File: src/tps_pkg.sv
`default_nettype none

package tps_pkg;

   // Pattern geometry
   localparam int PatternLen = 6;
   localparam int IdxW       = $clog2(PatternLen);
   localparam int PresetLen  = 6;
   localparam int NumVoices  = 6;
   localparam int NumDiv     = NumVoices - 1;
   localparam int NumPresets = 4;
   localparam int NumPatCmds = NumPresets + 1;

   // Field widths
   localparam int FuncW   = 2;
   localparam int ByteW   = 8;
   localparam int TicksW  = 8;
   localparam int PresetW = 18;
   localparam int DivW    = 5;
   localparam int ChoiceW = 3;
   localparam int CsrIdxW = 3;
   localparam int CsrW    = 18;

   // Event kinds
   localparam logic [FuncW-1:0] FuncCmd  = 2'd0;
   localparam logic [FuncW-1:0] FuncTone = 2'd1;
   localparam logic [FuncW-1:0] FuncStep = 2'd2;

   // Register indexes
   localparam logic [CsrIdxW-1:0] RegStepTicks = 3'd0;
   localparam logic [CsrIdxW-1:0] RegPreset0   = 3'd1;
   localparam logic [CsrIdxW-1:0] RegPreset3   = 3'd4;

   // Register reset values
   localparam logic [TicksW-1:0]  StepTicksRst = 8'd19;
   localparam logic [PresetW-1:0] PresetRst [NumPresets] =
      '{18'd219345, 18'd214361, 18'd42705, 18'd203889};

   // Command bytes
   localparam logic [ByteW-1:0] VoiceOnCode  [NumVoices] =
      '{8'h31, 8'h32, 8'h33, 8'h34, 8'h35, 8'h36};
   localparam logic [ByteW-1:0] VoiceOffCode [NumVoices] =
      '{8'h77, 8'h73, 8'h78, 8'h72, 8'h66, 8'h76};
   localparam logic [ByteW-1:0] PatCode [NumPatCmds] =
      '{8'h37, 8'h38, 8'h39, 8'h30, 8'h69};
   localparam logic [ByteW-1:0] CmdStop    = 8'h6f;
   localparam logic [ByteW-1:0] CmdRecord  = 8'h70;
   localparam logic [ByteW-1:0] DigitBias  = 8'd48;

   localparam logic [ChoiceW-1:0] ChoiceCustom = 3'd4;

   typedef struct packed {
      logic [TicksW-1:0]                     step_ticks;
      logic [NumPresets-1:0][PresetW-1:0]    preset;
   } cfg_type;

   typedef struct packed {
      logic                 tone_level;
      logic [NumVoices-1:0] voice_enables;
      logic                 stepping;
      logic                 recording;
   } rsp_type;

   // Entry k of a preset word; entries past the stored ones read as zero
   function automatic logic [ByteW-1:0] preset_entry(input logic [PresetW-1:0] word,
                                                     input logic [IdxW-1:0] k);
      logic [ByteW-1:0] res;
      res = '0;
      for (int i = 0; i < PresetLen; i++) begin
         if (int'(k) == i) begin
            res = {5'b0, word[3*i +: 3]};
         end
      end
      return res;
   endfunction

endpackage

`default_nettype wire

File: src/tps_req_if.sv
`default_nettype none

interface tps_req_if
   import tps_pkg::*;
();
   logic             valid;
   logic             ready;
   logic [FuncW-1:0] func;
   logic [ByteW-1:0] rx_byte;

   modport source (output valid, output func, output rx_byte, input ready);
   modport sink   (input valid, input func, input rx_byte, output ready);
endinterface

`default_nettype wire

File: src/tps_rsp_if.sv
`default_nettype none

interface tps_rsp_if
   import tps_pkg::*;
();
   logic                 valid;
   logic                 ready;
   logic                 tone_level;
   logic [NumVoices-1:0] voice_enables;
   logic                 stepping;
   logic                 recording;

   modport source (output valid, output tone_level, output voice_enables,
                   output stepping, output recording, input ready);
   modport sink   (input valid, input tone_level, input voice_enables,
                   input stepping, input recording, output ready);
endinterface

`default_nettype wire

File: src/tps_csr.sv
`default_nettype none

module tps_csr
   import tps_pkg::*;
(
   input  wire logic               clock,
   input  wire logic               reset,
   input  wire logic               csr_we,
   input  wire logic [CsrIdxW-1:0] csr_index,
   input  wire logic [CsrW-1:0]    csr_wdata,
   output cfg_type                 cfg
);

   cfg_type cfg_ff;
   cfg_type cfg_in;

   always_comb begin
      cfg_in = cfg_ff;
      if (csr_we) begin
         if (csr_index == RegStepTicks) begin
            cfg_in.step_ticks = csr_wdata[TicksW-1:0];
         end else if (csr_index >= RegPreset0 && csr_index <= RegPreset3) begin
            cfg_in.preset[2'(csr_index - RegPreset0)] = csr_wdata[PresetW-1:0];
         end
      end
   end

   always_ff @(posedge clock) begin
      if (reset) begin
         cfg_ff.step_ticks <= StepTicksRst;
         for (int i = 0; i < NumPresets; i++) begin
            cfg_ff.preset[i] <= PresetRst[i];
         end
      end else begin
         cfg_ff <= cfg_in;
      end
   end

   assign cfg = cfg_ff;

endmodule

`default_nettype wire

File: src/tps_core.sv
`default_nettype none

module tps_core
   import tps_pkg::*;
(
   input  wire logic             clock,
   input  wire logic             reset,
   input  wire logic             advance,
   input  wire logic [FuncW-1:0] func,
   input  wire logic [ByteW-1:0] rx_byte,
   input  wire cfg_type          cfg,
   output rsp_type               result
);

   logic                 pin_ff, pin_in;
   logic [NumVoices-1:0] voice_ff, voice_in;
   logic [DivW-1:0]      div_cnt_ff [NumDiv];
   logic [DivW-1:0]      div_cnt_in [NumDiv];
   logic [TicksW-1:0]    tick_cnt_ff, tick_cnt_in;
   logic [IdxW-1:0]      pat_idx_ff, pat_idx_in;
   logic [ChoiceW-1:0]   choice_ff, choice_in;
   logic                 step_ff, step_in;
   logic                 rec_ff, rec_in;
   logic [IdxW-1:0]      rec_pos_ff, rec_pos_in;
   logic [ByteW-1:0]     custom_ff [PatternLen];
   logic [ByteW-1:0]     custom_in [PatternLen];

   logic [DivW:0]        cnt_inc [NumDiv];
   logic [NumDiv-1:0]    cnt_live;
   logic [NumDiv-1:0]    cnt_hit;
   logic                 tone_flip;
   logic [TicksW-1:0]    tick_nxt;
   logic [ByteW-1:0]     entry;

   // Divider counters: advance only below the divisor, wrap on reaching it
   always_comb begin
      for (int v = 0; v < NumDiv; v++) begin
         cnt_inc[v]  = {1'b0, div_cnt_ff[v]} + (DivW+1)'(1);
         cnt_live[v] = voice_ff[v+1] && ({1'b0, div_cnt_ff[v]} < ((DivW+1)'(2) << v));
         cnt_hit[v]  = cnt_live[v] && (cnt_inc[v] == ((DivW+1)'(2) << v));
      end
      tone_flip = voice_ff[0] ^ (^cnt_hit);
   end

   assign tick_nxt = tick_cnt_ff + TicksW'(1);
   assign entry    = (choice_ff >= ChoiceCustom) ? custom_ff[pat_idx_ff]
                                                 : preset_entry(cfg.preset[choice_ff[1:0]],
                                                                pat_idx_ff);

   always_comb begin
      pin_in      = pin_ff;
      voice_in    = voice_ff;
      div_cnt_in  = div_cnt_ff;
      tick_cnt_in = tick_cnt_ff;
      pat_idx_in  = pat_idx_ff;
      choice_in   = choice_ff;
      step_in     = step_ff;
      rec_in      = rec_ff;
      rec_pos_in  = rec_pos_ff;
      custom_in   = custom_ff;
      case (func)
         FuncCmd: begin
            if (rec_ff) begin
               // store the byte as a voice number, never decode it
               custom_in[rec_pos_ff] = rx_byte - DigitBias;
               if (rec_pos_ff == IdxW'(PatternLen - 1)) begin
                  rec_pos_in = '0;
                  rec_in     = 1'b0;
               end else begin
                  rec_pos_in = rec_pos_ff + IdxW'(1);
               end
            end else begin
               for (int v = 0; v < NumVoices; v++) begin
                  if (rx_byte == VoiceOnCode[v]) begin
                     voice_in[v] = 1'b1;
                  end
                  if (rx_byte == VoiceOffCode[v]) begin
                     voice_in[v] = 1'b0;
                     pin_in      = 1'b0;
                  end
               end
               for (int v = 0; v < NumPatCmds; v++) begin
                  if (rx_byte == PatCode[v]) begin
                     step_in   = 1'b1;
                     choice_in = ChoiceW'(v);
                  end
               end
               if (rx_byte == CmdStop) begin
                  step_in  = 1'b0;
                  voice_in = '0;
                  pin_in   = 1'b0;
               end
               if (rx_byte == CmdRecord) begin
                  rec_in = 1'b1;
               end
            end
         end
         FuncTone: begin
            pin_in = pin_ff ^ tone_flip;
            for (int v = 0; v < NumDiv; v++) begin
               if (cnt_hit[v]) begin
                  div_cnt_in[v] = '0;
               end else if (cnt_live[v]) begin
                  div_cnt_in[v] = cnt_inc[v][DivW-1:0];
               end
            end
         end
         FuncStep: begin
            if (step_ff) begin
               if (tick_nxt >= cfg.step_ticks) begin
                  tick_cnt_in = '0;
                  if (entry >= ByteW'(1) && entry <= ByteW'(NumVoices)) begin
                     voice_in = NumVoices'(1) << (entry[2:0] - 3'd1);
                  end
                  if (pat_idx_ff == IdxW'(PatternLen - 1)) begin
                     pat_idx_in = '0;
                  end else begin
                     pat_idx_in = pat_idx_ff + IdxW'(1);
                  end
               end else begin
                  tick_cnt_in = tick_nxt;
               end
            end
         end
         default: begin
         end
      endcase
   end

   always_ff @(posedge clock) begin
      if (reset) begin
         pin_ff      <= 1'b0;
         voice_ff    <= '0;
         tick_cnt_ff <= '0;
         pat_idx_ff  <= '0;
         choice_ff   <= '0;
         step_ff     <= 1'b0;
         rec_ff      <= 1'b0;
         rec_pos_ff  <= '0;
         for (int v = 0; v < NumDiv; v++) begin
            div_cnt_ff[v] <= '0;
         end
         for (int k = 0; k < PatternLen; k++) begin
            custom_ff[k] <= '0;
         end
      end else if (advance) begin
         pin_ff      <= pin_in;
         voice_ff    <= voice_in;
         div_cnt_ff  <= div_cnt_in;
         tick_cnt_ff <= tick_cnt_in;
         pat_idx_ff  <= pat_idx_in;
         choice_ff   <= choice_in;
         step_ff     <= step_in;
         rec_ff      <= rec_in;
         rec_pos_ff  <= rec_pos_in;
         custom_ff   <= custom_in;
      end
   end

   assign result.tone_level    = pin_in;
   assign result.voice_enables = voice_in;
   assign result.stepping      = step_in;
   assign result.recording     = rec_in;

endmodule

`default_nettype wire

File: src/tone_pattern_sequencer_unit.sv
// Tone pattern sequencer.
// req_ch carries one event per transaction: func 0 is a command byte in
// rx_byte, func 1 a tone tick, func 2 a step tick; func 3 changes nothing.
// rsp_ch returns exactly one transaction per event: the pin level, voice
// enables, stepping and recording flags as they stand after that event.
// The csr_ port writes step_ticks (index 0) and the four preset patterns
// (indexes 1 to 4), one per write; write it only while no event is in flight.
// An event passes an input register, then combinational decode and state
// update that writes the output register, which raises rsp_ch.valid.
// One event per cycle is sustained while rsp_ch does not stall.
// When rsp_ch stalls, the result holds in the output register and one more
// event waits in the input register; req_ch.ready then drops.
// Reset is synchronous: it clears all voice, counter, stepper and custom
// pattern state, empties both registers and loads the register defaults.
// No clearing pass follows reset; events are taken on the next cycle.
`default_nettype none

module tone_pattern_sequencer_unit
   import tps_pkg::*;
(
   input  wire logic               clock,
   input  wire logic               reset,
   tps_req_if.sink                 req_ch,
   tps_rsp_if.source               rsp_ch,
   input  wire logic               csr_we,
   input  wire logic [CsrIdxW-1:0] csr_index,
   input  wire logic [CsrW-1:0]    csr_wdata
);

   cfg_type          cfg;
   rsp_type          result;

   logic             in_vld_ff;
   logic [FuncW-1:0] in_func_ff;
   logic [ByteW-1:0] in_byte_ff;
   logic             out_vld_ff;
   rsp_type          out_data_ff;
   logic             advance;
   logic             take;

   assign advance      = in_vld_ff && (!out_vld_ff || rsp_ch.ready);
   assign req_ch.ready = !in_vld_ff || advance;
   assign take         = req_ch.valid && req_ch.ready;

   tps_csr u_csr (
      .clock     (clock),
      .reset     (reset),
      .csr_we    (csr_we),
      .csr_index (csr_index),
      .csr_wdata (csr_wdata),
      .cfg       (cfg)
   );

   tps_core u_core (
      .clock   (clock),
      .reset   (reset),
      .advance (advance),
      .func    (in_func_ff),
      .rx_byte (in_byte_ff),
      .cfg     (cfg),
      .result  (result)
   );

   always_ff @(posedge clock) begin
      if (reset) begin
         in_vld_ff  <= 1'b0;
         out_vld_ff <= 1'b0;
      end else begin
         if (take) begin
            in_vld_ff <= 1'b1;
         end else if (advance) begin
            in_vld_ff <= 1'b0;
         end
         if (advance) begin
            out_vld_ff <= 1'b1;
         end else if (rsp_ch.ready) begin
            out_vld_ff <= 1'b0;
         end
      end
   end

   // payload registers: load on transaction, hold otherwise
   always_ff @(posedge clock) begin
      if (take) begin
         in_func_ff <= req_ch.func;
         in_byte_ff <= req_ch.rx_byte;
      end
      if (advance) begin
         out_data_ff <= result;
      end
   end

   assign rsp_ch.valid         = out_vld_ff;
   assign rsp_ch.tone_level    = out_data_ff.tone_level;
   assign rsp_ch.voice_enables = out_data_ff.voice_enables;
   assign rsp_ch.stepping      = out_data_ff.stepping;
   assign rsp_ch.recording     = out_data_ff.recording;

endmodule

`default_nettype wire

File: src/flat_wrapper.sv
// flat-port wrapper written by rule: the top's interface ports become plain ports
module tone_pattern_sequencer_unit_flat import tps_pkg::*;
  (clock, reset, csr_we, csr_index, csr_wdata, req_ch_valid, req_ch_func, req_ch_rx_byte, req_ch_ready, rsp_ch_valid, rsp_ch_tone_level, rsp_ch_voice_enables, rsp_ch_stepping, rsp_ch_recording, rsp_ch_ready);
  tps_req_if req_ch_i ();
  tps_rsp_if rsp_ch_i ();
  input  wire logic clock;
  input  wire logic reset;
  input  wire logic csr_we;
  input  wire logic [CsrIdxW-1:0] csr_index;
  input  wire logic [CsrW-1:0] csr_wdata;
  input wire logic [$bits(req_ch_i.valid)-1:0] req_ch_valid;
  input wire logic [$bits(req_ch_i.func)-1:0] req_ch_func;
  input wire logic [$bits(req_ch_i.rx_byte)-1:0] req_ch_rx_byte;
  output wire logic [$bits(req_ch_i.ready)-1:0] req_ch_ready;
  output wire logic [$bits(rsp_ch_i.valid)-1:0] rsp_ch_valid;
  output wire logic [$bits(rsp_ch_i.tone_level)-1:0] rsp_ch_tone_level;
  output wire logic [$bits(rsp_ch_i.voice_enables)-1:0] rsp_ch_voice_enables;
  output wire logic [$bits(rsp_ch_i.stepping)-1:0] rsp_ch_stepping;
  output wire logic [$bits(rsp_ch_i.recording)-1:0] rsp_ch_recording;
  input wire logic [$bits(rsp_ch_i.ready)-1:0] rsp_ch_ready;
  assign req_ch_i.valid = req_ch_valid;
  assign req_ch_i.func = req_ch_func;
  assign req_ch_i.rx_byte = req_ch_rx_byte;
  assign req_ch_ready = req_ch_i.ready;
  assign rsp_ch_valid = rsp_ch_i.valid;
  assign rsp_ch_tone_level = rsp_ch_i.tone_level;
  assign rsp_ch_voice_enables = rsp_ch_i.voice_enables;
  assign rsp_ch_stepping = rsp_ch_i.stepping;
  assign rsp_ch_recording = rsp_ch_i.recording;
  assign rsp_ch_i.ready = rsp_ch_ready;
  tone_pattern_sequencer_unit u_core (.clock(clock), .reset(reset), .req_ch(req_ch_i), .rsp_ch(rsp_ch_i), .csr_we(csr_we), .csr_index(csr_index), .csr_wdata(csr_wdata));
endmodule
File: config.mk
export PLATFORM = sky130hd
export DESIGN_NAME = tone_pattern_sequencer_unit_flat
export DESIGN_NICKNAME = d
export VERILOG_FILES = /design/src/tps_pkg.sv /design/src/tps_req_if.sv /design/src/tps_rsp_if.sv /design/src/tps_csr.sv /design/src/tps_core.sv /design/src/tone_pattern_sequencer_unit.sv /design/src/flat_wrapper.sv
export SDC_FILE = /design/constraint.sdc
export NUM_CORES = 1
export LEC_CHECK = 0
export BUFFER_PORTS_ARGS = -buffer_cell sky130_fd_sc_hd__buf_2
export CAP_MARGIN = 20
export CORE_MARGIN = 8
export CORE_UTILIZATION = 30
export DETAILED_ROUTE_END_ITERATION = 6
export PLACE_DENSITY = 0.45
export SLEW_MARGIN = 5
export SYNTH_ARGS = -nofsm -noshare
export SYNTH_HDL_FRONTEND = slang
export SYNTH_HIERARCHICAL = 1
export SYNTH_SLANG_ARGS = --single-unit
export TNS_END_PERCENT = 1
File: constraint.sdc
create_clock -name clock -period 3.5 [get_ports clock]
set_input_delay 0.7 -clock clock [delete_from_list [all_inputs] [get_ports clock]]
set_output_delay 0.7 -clock clock [all_outputs]
set_load 0.01 [all_outputs]
==> reports/summary.txt, run 1 <==
Synth top area share - 0.364
Slew Limit Fails - 0
Num CTS Buffers - 17
Post-route ant nets - 0
RSZ-0062 raised after global routing - false
Vias per inst - 4.84
DP Area - 0.0106 mm2
Routed Wire Length - 25.0 mm
Post-synth EDFFs - 19
Avg Cell Area, Syn - 9.45 um2
Nets - 1134
Final Critical Period - 3210 ps
DRC Markers - 0
Fill cells - 3324
Power Dens Cells - 414 mW/mm2
TritonRoute pass-1 iters - 5
Chip Height - 198 um
Final Hold Fails - 0
Post-CTS Resized - 0
Ports - 47
Final Cycle Share - 0.918
Syn_nets - 1112
Wire per inst - 16.3 um
Clock Skew - 16.4 ps
Die W - 198 um
Crit. End Element - flip-flop
Core area - 0.0326 mm2
Clk Latency, worst-skew pair - 440 ps
Buffers added on ports - 46
Logic pwr share - 0.058
Hold WC Path Type - input port to flip-flop
Yosys warns - 6
Status - finished clean
Initial core utilization - 0.305
RePlAce Congestion - 0.813
Bufs on Longest Clock Path - 2
Initial DRC count - 480
Internal - 3.47 mW
Antenna diodes - 0
CTS tree - yes
Clock transition at path regs - 70 ps
Area Overhead vs Synth - 12.6%
Lkg Pwr - 4.24 nW
Max-cap violations - 0
Total negative slack - 0 ps
Ys async rst share - 0
H-tree depth - 4
# rows - 66
Die area - 0.0393 mm2
Number of global-route vias before repair - 7336
Area contributors post-synth - dfxtp_1 36%, mux2i_1 12%, nor2_1 6.5%, edfxtp_1 5.7%, nand2b_1 4.1%
Clk pwr share - 0.428
Total number of vias - 7410
Relative slew margins - 0.509
Mapped Area - 0.00996 mm2
Cell count after synthesis - 1054
Hold buffers post-CTS - 0
Max Fclk - 311 MHz
Sequential-to-total area share from yosys stat - 0.421
Remaining Overflow, GRT - 0
Distinct cells, synth - 78
Worst Setup Path Type - flip-flop to flip-flop
Max FO, Critical Path - 6
WP data arrival - 3550 ps
Pin count of the biggest net entering global routing - 77
Flops & latches, synth - 200
Startpoint Class - flip-flop
First-pass GRT wire length - 41.1 mm
Ys flop type - dfxtp_1
Setup Buffers After CTS - 0
GRT Total Usage - 0.131
Critical Path RT - 3840 ps
NetSw - 1.18 mW
Fraction of layout cells with a size suffix above 1 - 0.138
Maximum vdd drop - 344 uV
Detailed placement HPWL - 17.3 mm
Slew @ Worst Pin - 737 ps
Sw Ratio - 0.254
Final setup fails - 0
CTS sink cnt - 200
Root buffer cell - clkbuf_16
Initial antenna violation count - 0
Fin area - 0.0112 mm2
Synth area leader - dfxtp_1
Sequential fraction of design power - 0.513
## flip-flops by register name, summed over array words and instances (netlist names), 2 cells and up
name,cells
u_core/u_csr/cfg,80
u_core/u_core/custom_ff,48
u_core/u_core/div_cnt_ff,25
u_core/in_byte_ff,8
u_core/u_core/tick_cnt_ff,8
u_core/rsp_ch.voice_enables,6
u_core/u_core/voice_ff,6
u_core/u_core/choice_ff,3
u_core/u_core/pat_idx_ff,3
u_core/u_core/rec_pos_ff,3
u_core/in_func_ff,2
## worst paths after layout
kind | start | end | slack, ps | cells after the start
setup reg to reg | u_core/u_core/tick_cnt_ff[2] | u_core/u_core/voice_ff[1] | 290 | 11
setup / recovery | u_core/u_core/tick_cnt_ff[2] | u_core/u_core/voice_ff[1] | 290 | 11
hold / removal | req_ch_rx_byte[0] | u_core/in_byte_ff[0] | 440 | 1
hold reg to reg | u_core/u_core/custom_ff[19] | u_core/u_core/custom_ff[19] | 460 | 2
## worst max-delay path, cell delays in order, from the launching register on
cell     delay [ps]
dfxtp_1         400
and3_1          260
nand3_1         170
xnor2_1         170
ha_1            300
nand3_1          80
o21a_1          210
or3_1           410
or2_2           350
a21o_1          200
a311o_1         390
o21a_1          170
## synth_stat cells (8+ instances only)
cell,count
nand2_1,41
nor2b_1,8
nor3b_1,10
o21ai_0,17
nor2_1,173
nand4_1,14
xor2_1,11
nor3_1,22
mux2i_1,118
nand3b_1,8
mux4_2,12
xnor2_1,18
a21oi_1,42
buf_2,18
inv_1,29
clkbuf_1,37
nand2b_1,66
a211oi_1,21
dfxtp_1,181
ha_1,22
mux2_2,12
edfxtp_1,19
buf_4,9
nand3_1,20
## cells by family after synthesis
group	Yosys count	synth area share
buffers and inverters	101	0.0475
xor gates and xnor gates	29	0.0255
DFF	200	0.421
AOI/OAI and AO/OA	143	0.101
adders and majority gates	22	0.0276
and+or+nand+nor	416	0.215
muxes	143	0.162
## power by group through the flow
stage                     Sequential (mW)  Clock (mW)  Combinational [mW]
after floorplan                      2.42           0               0.186
after global placement               2.44           0               0.274
after detailed placement             2.44           0               0.274
after CTS                            2.39        2.06               0.276
after global routing                 2.39        2.14               0.301
final                                2.39        1.99               0.271
## per-layer routing
layer | GRT usage | routed length [um] | vias up
met1 | 0.191 | 13300 | 3530
met4 | 0.0351 | 283 | 0
met2 | 0.196 | 10600 | 106
met5 | 0 | 0 | -
met3 | 0.0234 | 808 | 15
li1 | - | - | 3759
## through the flow
| stage | total power [mW] | utilization | worst slack (ps) | cells | hold WS, ps |
|---|---|---|---|---|---|
| 3_5_place_dp | 2.71 | 0.326 | 306 | 1499 | 448 |
| 6_report | 4.65 | 0.344 | 286 | 1531 | 442 |
| 5_1_grt | 4.84 | 0.344 | 40.4 | 1531 | 422 |
| 4_1_cts | 4.72 | 0.344 | 296 | 1531 | 419 |
| 3_3_place_gp | 2.71 | 0.326 | 370 | 1499 | 444 |
| 2_1_floorplan | 2.61 | - | 544 | 1054 | 429 |
## cells in the final DEF (no fill, tap or decap), types with 7 or more instances in the layout
cell type and instances:
mux2_2 12, a211oi_1 21, mux4_2 12, nor3b_1 10
buf_4 26, nand3_1 20, buf_2 45, a21oi_1 42
inv_1 29, nand3b_1 8, ha_1 22, nand2_1 41
xor2_1 11, mux2i_1 118, nand4_1 14, nor4_1 7
o21ai_0 17, nor2b_1 8, a31oi_1 7, nand2b_1 66
xnor2_1 18, dfxtp_1 181, nor3_1 22, edfxtp_1 19
clkbuf_16 17, nor2_1 173
## layout make-up
| type | count | area [um2] | area share |
|---|---|---|---|
| Multi-Input combinational cell | 753 | 5310 | 0.473 |
| Sequential cell | 200 | 4190 | 0.374 |
| Timing Repair Buffer | 74 | 472 | 0.0420 |
| Clock buffer | 17 | 425 | 0.0379 |
| Clock inverter | 15 | 154 | 0.0137 |
| Inverter | 30 | 113 | 0.0100 |
| Tap cell | 442 | 553 | 0.0493 |
Note: power is estimated with default switching activity, not from simulation.
==> run 2: changes to the inputs <==
- CELL_PAD_IN_SITES_DETAIL_PLACEMENT: default -> 2
- CELL_PAD_IN_SITES_GLOBAL_PLACEMENT: default -> 2
- PLACE_DENSITY: 0.45 -> 0.63
- SETUP_SLACK_MARGIN: default -> 0.02
==> run 2 against run 1 <==
Net effect: sequential share of layout area down 0.23 points; worst hold slack better by 3.0 ps; sequential power about the same; combinational power up 1%; die area unchanged; non-clock buffer count up 2; register-to-register slack worse by 40 ps; critical path type unchanged; critical endpoint unchanged.
==> reports/summary.txt, run 2 (synthesis results as in run 1) <==
Largest register FFs - 80 (unchanged)
Initial core utilization - 0.305 (unchanged)
First-pass GRT wire length - 46.9 mm (+14%)
M1 WL - 14.3 mm (+7.7%)
Routed Wire Length - 28.7 mm (+15%)
Die area - 0.0393 mm2 (unchanged)
Final setup fails - 0 (unchanged)
Slew @ Worst Pin - 870 ps (+132 ps)
Total number of vias - 7714 (+4.1%)
Remaining Overflow, GRT - 0 (unchanged)
Met2 WL - 13.6 mm (+28%)
Bufs on Longest Clock Path - 2 (unchanged)
Detailed placement HPWL - 20.5 mm (+18%)
Slew Limit Fails - 0 (unchanged)
CTS sink cnt - 200 (unchanged)
Chip Height - 198 um (unchanged)
Antenna diodes - 0 (unchanged)
DRC Markers - 0 (unchanged)
WP data arrival - 3590 ps (+40 ps)
RePlAce Congestion - 0.763 (-6.2%)
Clock transition at path regs - 80 ps (about the same)
Initial DRC count - 284 (-41%)
Number of global-route vias before repair - 8259 (+13%)
# rows - 66 (unchanged)
Maximum vdd drop - 351 uV (+2.0%)
Clk Latency, worst-skew pair - 440 ps (about the same)
Area Overhead vs Synth - 13.3%
Final Cycle Share - 0.929 (+0.0107)
Power Dens Cells - 416 mW/mm2 (+0.50%)
Status - finished clean
Setup Buffers After CTS - 0 (unchanged)
Critical Path RT - 3840 ps (about the same)
Fill cells - 3594 (+8.1%)
Max Fclk - 308 MHz (-1.2%)
Buffers added on ports - 46 (unchanged)
Final Hold Fails - 0 (unchanged)
Max FO, Critical Path - 6 (unchanged)
Core area - 0.0326 mm2 (unchanged)
Vias per inst - 5.03 (+4.0%)
Reg area - 0.00419 mm2 (unchanged)
Layout Utilization - 0.346 (+0.00215)
Nets - 1136 (+0.18%)
Fraction of layout cells with a size suffix above 1 - 0.139 (+0.00158)
Multi-input gate area - 0.00531 mm2 (about the same)
Total negative slack - 0 ps (unchanged)
Wire per inst - 18.7 um (+15%)
Initial antenna violation count - 0 (unchanged)
Pin count of the biggest net entering global routing - 86 (+12%)
Hold buffers post-CTS - 0 (unchanged)
Clock Skew - 17.7 ps (+1.28 ps)
TritonRoute pass-1 iters - 4 (-1)
CTS tree - yes
DP Worst Slack - 233 ps (-72.2 ps)
GRT Total Usage - 0.150 (+0.0192)
Top Metal Used - met4
Root buffer cell - clkbuf_16
H-tree depth - 4 (unchanged)
Post-route ant nets - 0 (unchanged)
Final Critical Period - 3250 ps (+37.4 ps)
RSZ-0062 raised after global routing - false
Most common cell after layout, fill and taps aside - dfxtp_1
Max-cap violations - 0 (unchanged)
Most frequent cells in the layout - 181 x dfxtp_1, 173 x nor2_1, 118 x mux2i_1
Relative slew margins - 0.416 (-0.0925)
Num CTS Buffers - 17 (unchanged)
Worst Setup Path Type - flip-flop to flip-flop
Startpoint Class - flip-flop
Lkg Pwr - 4.27 nW (+0.77%)
Crit. End Element - flip-flop
Wire length on met3 - 626 um (-23%)
Die W - 198 um (unchanged)
Ports - 47 (unchanged)
Setup WS post-layout - 249 ps (-37.4 ps)
Hold WC Path Type - input port to flip-flop
run 2: worst max-delay path: stages (launching register included):
cell	delay (ps)
dfxtp_1	410
and3_1	270
nand3_1	200
xnor2_1	190
ha_1	290
nand3_1	70
o21a_1	220
or3_1	420
or2_2	350
a21o_1	200
a311o_1	370
o21a_1	170
run 2: per-stage QoR:
stage               total power, mW  instances  hold slack, ps  area, um2
floorplan                      2.61       1054             429       9960
global placement               2.72       1501             448      10700
detailed placement             2.72       1501             459      10700
CTS                            4.80       1533             417      11300
global route                   4.92       1533             419      11300
finish                         4.70       1533             445      11300
run 2: metal layers:
layer | global-route usage | up-vias
met5 | 0 | -
met4 | 0.0296 | 0
met3 | 0.0260 | 14
met2 | 0.249 | 68
met1 | 0.203 | 3868
li1 | - | 3764
run 2: where the power goes:
part | internal [mW] | switching, mW
combinational | 0.107 | 0.168
clock | 1.07 | 0.968
sequential | 2.35 | 0.0437
run 2: path summary, 6_finish.rpt:
check | startpoint | end | slack (ps) | cells after the start
max | u_core/u_core/tick_cnt_ff[2] | u_core/u_core/voice_ff[1] | 250 | 11
min | req_ch_func[1] | u_core/in_func_ff[1] | 450 | 1
max reg2reg | u_core/u_core/tick_cnt_ff[2] | u_core/u_core/voice_ff[1] | 250 | 11
min reg2reg | u_core/u_core/custom_ff[19] | u_core/u_core/custom_ff[19] | 470 | 2
run 2: cell type report:
type / instances / area share
clock buffer: 20 / 0.0413
clock inverter: 12 / 0.0114
inverter: 30 / 0.00997
multi-input combinational: 753 / 0.470
sequential: 200 / 0.371
tap: 442 / 0.0490
timing repair buffer: 76 / 0.0464
run 2: timing repair:
action / CTS / global route
gates resized for setup: 0 / 1
endpoints found under the setup margin: 0 / 2
endpoints found under the hold margin: 0 / 0
==> run 3: changes to the inputs <==
- CORE_UTILIZATION: 30 -> 40
- PLACE_DENSITY: 0.63 -> 0.8
==> run 3 against run 2 <==
Net effect: register-to-register slack got worse by 30 ps; maximum frequency fell by 0.82%; power increased by 0.49%.
==> reports/summary.txt, run 3 (synthesis results as in run 1) <==
Status - finished clean
Hold path startpoint - req_ch_rx_byte[3]
# rows - 57 (-14%)
FF-to-FF End - u_core/u_core/voice_ff[1]
WHS Endpoint - u_core/in_byte_ff[3]
Final Critical Period - 3280 ps (+26.8 ps)
Wire per inst - 20.6 um (+9.8%)
Reg2reg path depth - 12 (+1)
TritonRoute pass-1 iters - 5 (+1)
Die area - 0.0302 mm2 (-23%)
Reg2Reg Setup Slack - 220 ps (-30 ps)
Area Overhead vs Synth - 12.1%
Sequential fraction of design power - 0.506 (-0.003)
Number of global-route vias before repair - 8572 (+3.8%)
Max-cap violations - 0 (unchanged)
Maximum vdd drop - 276 uV (-21%)
Gr busiest metal - met2
NetSw - 1.17 mW (-0.78%)
Fill cells - 2631 (-27%)
Routed Wire Length - 29.2 mm (+1.5%)
Core area - 0.0244 mm2 (-25%)
Fraction of layout cells with a size suffix above 1 - 0.143 (+0.00340)
Power Dens Cells - 423 mW/mm2 (+1.6%)
Final Hold Fails - 0 (unchanged)
GRT met2 Usage - 0.331 (+0.0816)
Antenna diodes - 0 (unchanged)
Final setup fails - 0 (unchanged)
Multi-input gate area - 0.00533 mm2 (+0.38%)
Chip Height - 174 um (-12%)
Logic pwr share - 0.058 (about the same)
Clk pwr share - 0.435 (+0.002)
Worst hold path depth - 1 (unchanged)
Buffers added on ports - 46 (unchanged)
Setup Buffers After CTS - 0 (unchanged)
Non-Filler Instances - 1417 (-7.6%)
Post-route ant nets - 0 (unchanged)
Relative slew margins - 0.492 (+0.0755)
Detailed placement HPWL - 20.3 mm (-0.83%)
Startpoint Class - flip-flop
Total number of vias - 7900 (+2.4%)
Max FO, Critical Path - 5 (-1)
Ports - 47 (unchanged)
GRT Total Usage - 0.192 (+0.0415)
Vias per inst - 5.58 (+11%)
Bufs on Longest Clock Path - 2 (unchanged)
Met3 Use GR - 0.0342 (+0.00822)
Largest register FFs - 80 (unchanged)
DP Worst Slack - 181 ps (-52.6 ps)
Initial core utilization - 0.408 (+0.103)
Setup WS post-layout - 222 ps (-26.8 ps)
First-pass GRT wire length - 47.0 mm (+0.31%)
WP data arrival - 3610 ps (+20 ps)
Pwr Total - 4.72 mW (+0.49%)
Remaining Overflow, GRT - 0 (unchanged)
Root buffer cell - clkbuf_16
DRC Markers - 0 (unchanged)
Crit. End Element - flip-flop
Cells after DPL - 1385 (-7.7%)
Final Cycle Share - 0.937 (+0.00766)
Nets - 1138 (+0.18%)
RePlAce Congestion - 0.836 (+9.5%)
Critical Path RT - 3830 ps (about the same)
M1 GR Usage - 0.242 (+0.0387)
Initial DRC count - 362 (+27%)
Most common cell after layout, fill and taps aside - dfxtp_1
Lkg Pwr - 4.27 nW (about the same)
Initial antenna violation count - 0 (unchanged)
Worst Setup Path Type - flip-flop to flip-flop
Worst reg2reg path startpoint - u_core/u_core/tick_cnt_ff[0]
Pin count of the biggest net entering global routing - 107 (+24%)
Slew @ Worst Pin - 757 ps (-112 ps)
CTS sink cnt - 200 (unchanged)
H-tree depth - 4 (unchanged)
Most frequent cells in the layout - 180 x dfxtp_1, 173 x nor2_1, 118 x mux2i_1
Total negative slack - 0 ps (unchanged)
CTS tree - yes
Reg area - 0.00420 mm2 (about the same)
Clock transition at path regs - 80 ps (about the same)
Max Fclk - 305 MHz (-0.82%)
Sw Ratio - 0.248 (-0.00318)
Final hold slack - 439 ps (-6.14 ps)
Slew Limit Fails - 0 (unchanged)
Num CTS Buffers - 17 (unchanged)
Clock Skew - 15.4 ps (-2.31 ps)
Clk Latency, worst-skew pair - 440 ps (about the same)
Hold WC Path Type - input port to flip-flop
RSZ-0062 raised after global routing - false
Internal - 3.55 mW (+0.92%)
Die W - 174 um (-12%)
run 3: changes by cell type in the layout (fill, tap and decap cells not counted), sizes merged:
cell and delta:
clkinv -2, bufinv +1, clkinvlp +1, buf +2
run 3: worst max-delay path by stage:
stage / from / endpoint
3_5_place_dp: u_core/u_core/tick_cnt_ff[2] / u_core/u_core/voice_ff[1]
3_3_place_gp: u_core/u_core/tick_cnt_ff[0] / u_core/u_core/voice_ff[1]
6_report: u_core/u_core/tick_cnt_ff[0] / u_core/u_core/voice_ff[1]
2_1_floorplan: u_core/u_core/tick_cnt_ff[2] / u_core/u_core/voice_ff[1]
5_1_grt: u_core/u_core/pat_idx_ff[1] / u_core/rsp_ch.voice_enables[5]
4_1_cts: u_core/u_core/tick_cnt_ff[0] / u_core/u_core/voice_ff[1]
run 3: repair_timing:
action	CTS	global route
endpoints found under the setup margin	0	10
hold buffers	0	0
gates resized for setup	0	6
run 3: stage by stage:
| stage | util | instance area (um2) |
|---|---|---|
| finish | 0.458 | 11200 |
| global route | 0.458 | 11200 |
| CTS | 0.457 | 11100 |
| detailed placement | 0.432 | 10500 |
| global placement | 0.432 | 10500 |
| floorplan | - | 9960 |
run 3: cell type report:
| class | count | area share |
|---|---|---|
| multi-input combinational | 753 | 0.477 |
| sequential | 200 | 0.376 |
| clock buffer | 20 | 0.0400 |
| inverter | 30 | 0.0101 |
| clock inverter | 12 | 0.0137 |
| tap | 324 | 0.0363 |
| timing repair buffer | 78 | 0.0472 |
run 3: worst max-delay path, stage by stage, from the launching register on:
cell and delay, ps:
dfxtp_2 370, ha_2 230, nand3_1 150, xnor2_1 170, ha_1 300, a21o_1 200
a2111oi_1 470, o21a_1 260, or3_1 190, nor3_1 70, o2111a_1 260, a311o_1 330
o21a_1 180
run 3: power by group through the flow:
| stage | clock (mW) | sequential [mW] | combinational [mW] |
|---|---|---|---|
| final | 2.06 | 2.39 | 0.275 |
| after global placement | 0 | 2.44 | 0.265 |
| after CTS | 2.12 | 2.39 | 0.276 |
| after detailed placement | 0 | 2.44 | 0.273 |
| after floorplan | 0 | 2.42 | 0.186 |
| after global routing | 2.19 | 2.40 | 0.298 |
run 3: metal layers:
layer	wire length, um	part of all wire
met3	793	0.027
met5	0	0
met2	14200	0.49
met1	13700	0.47
met4	436	0.015
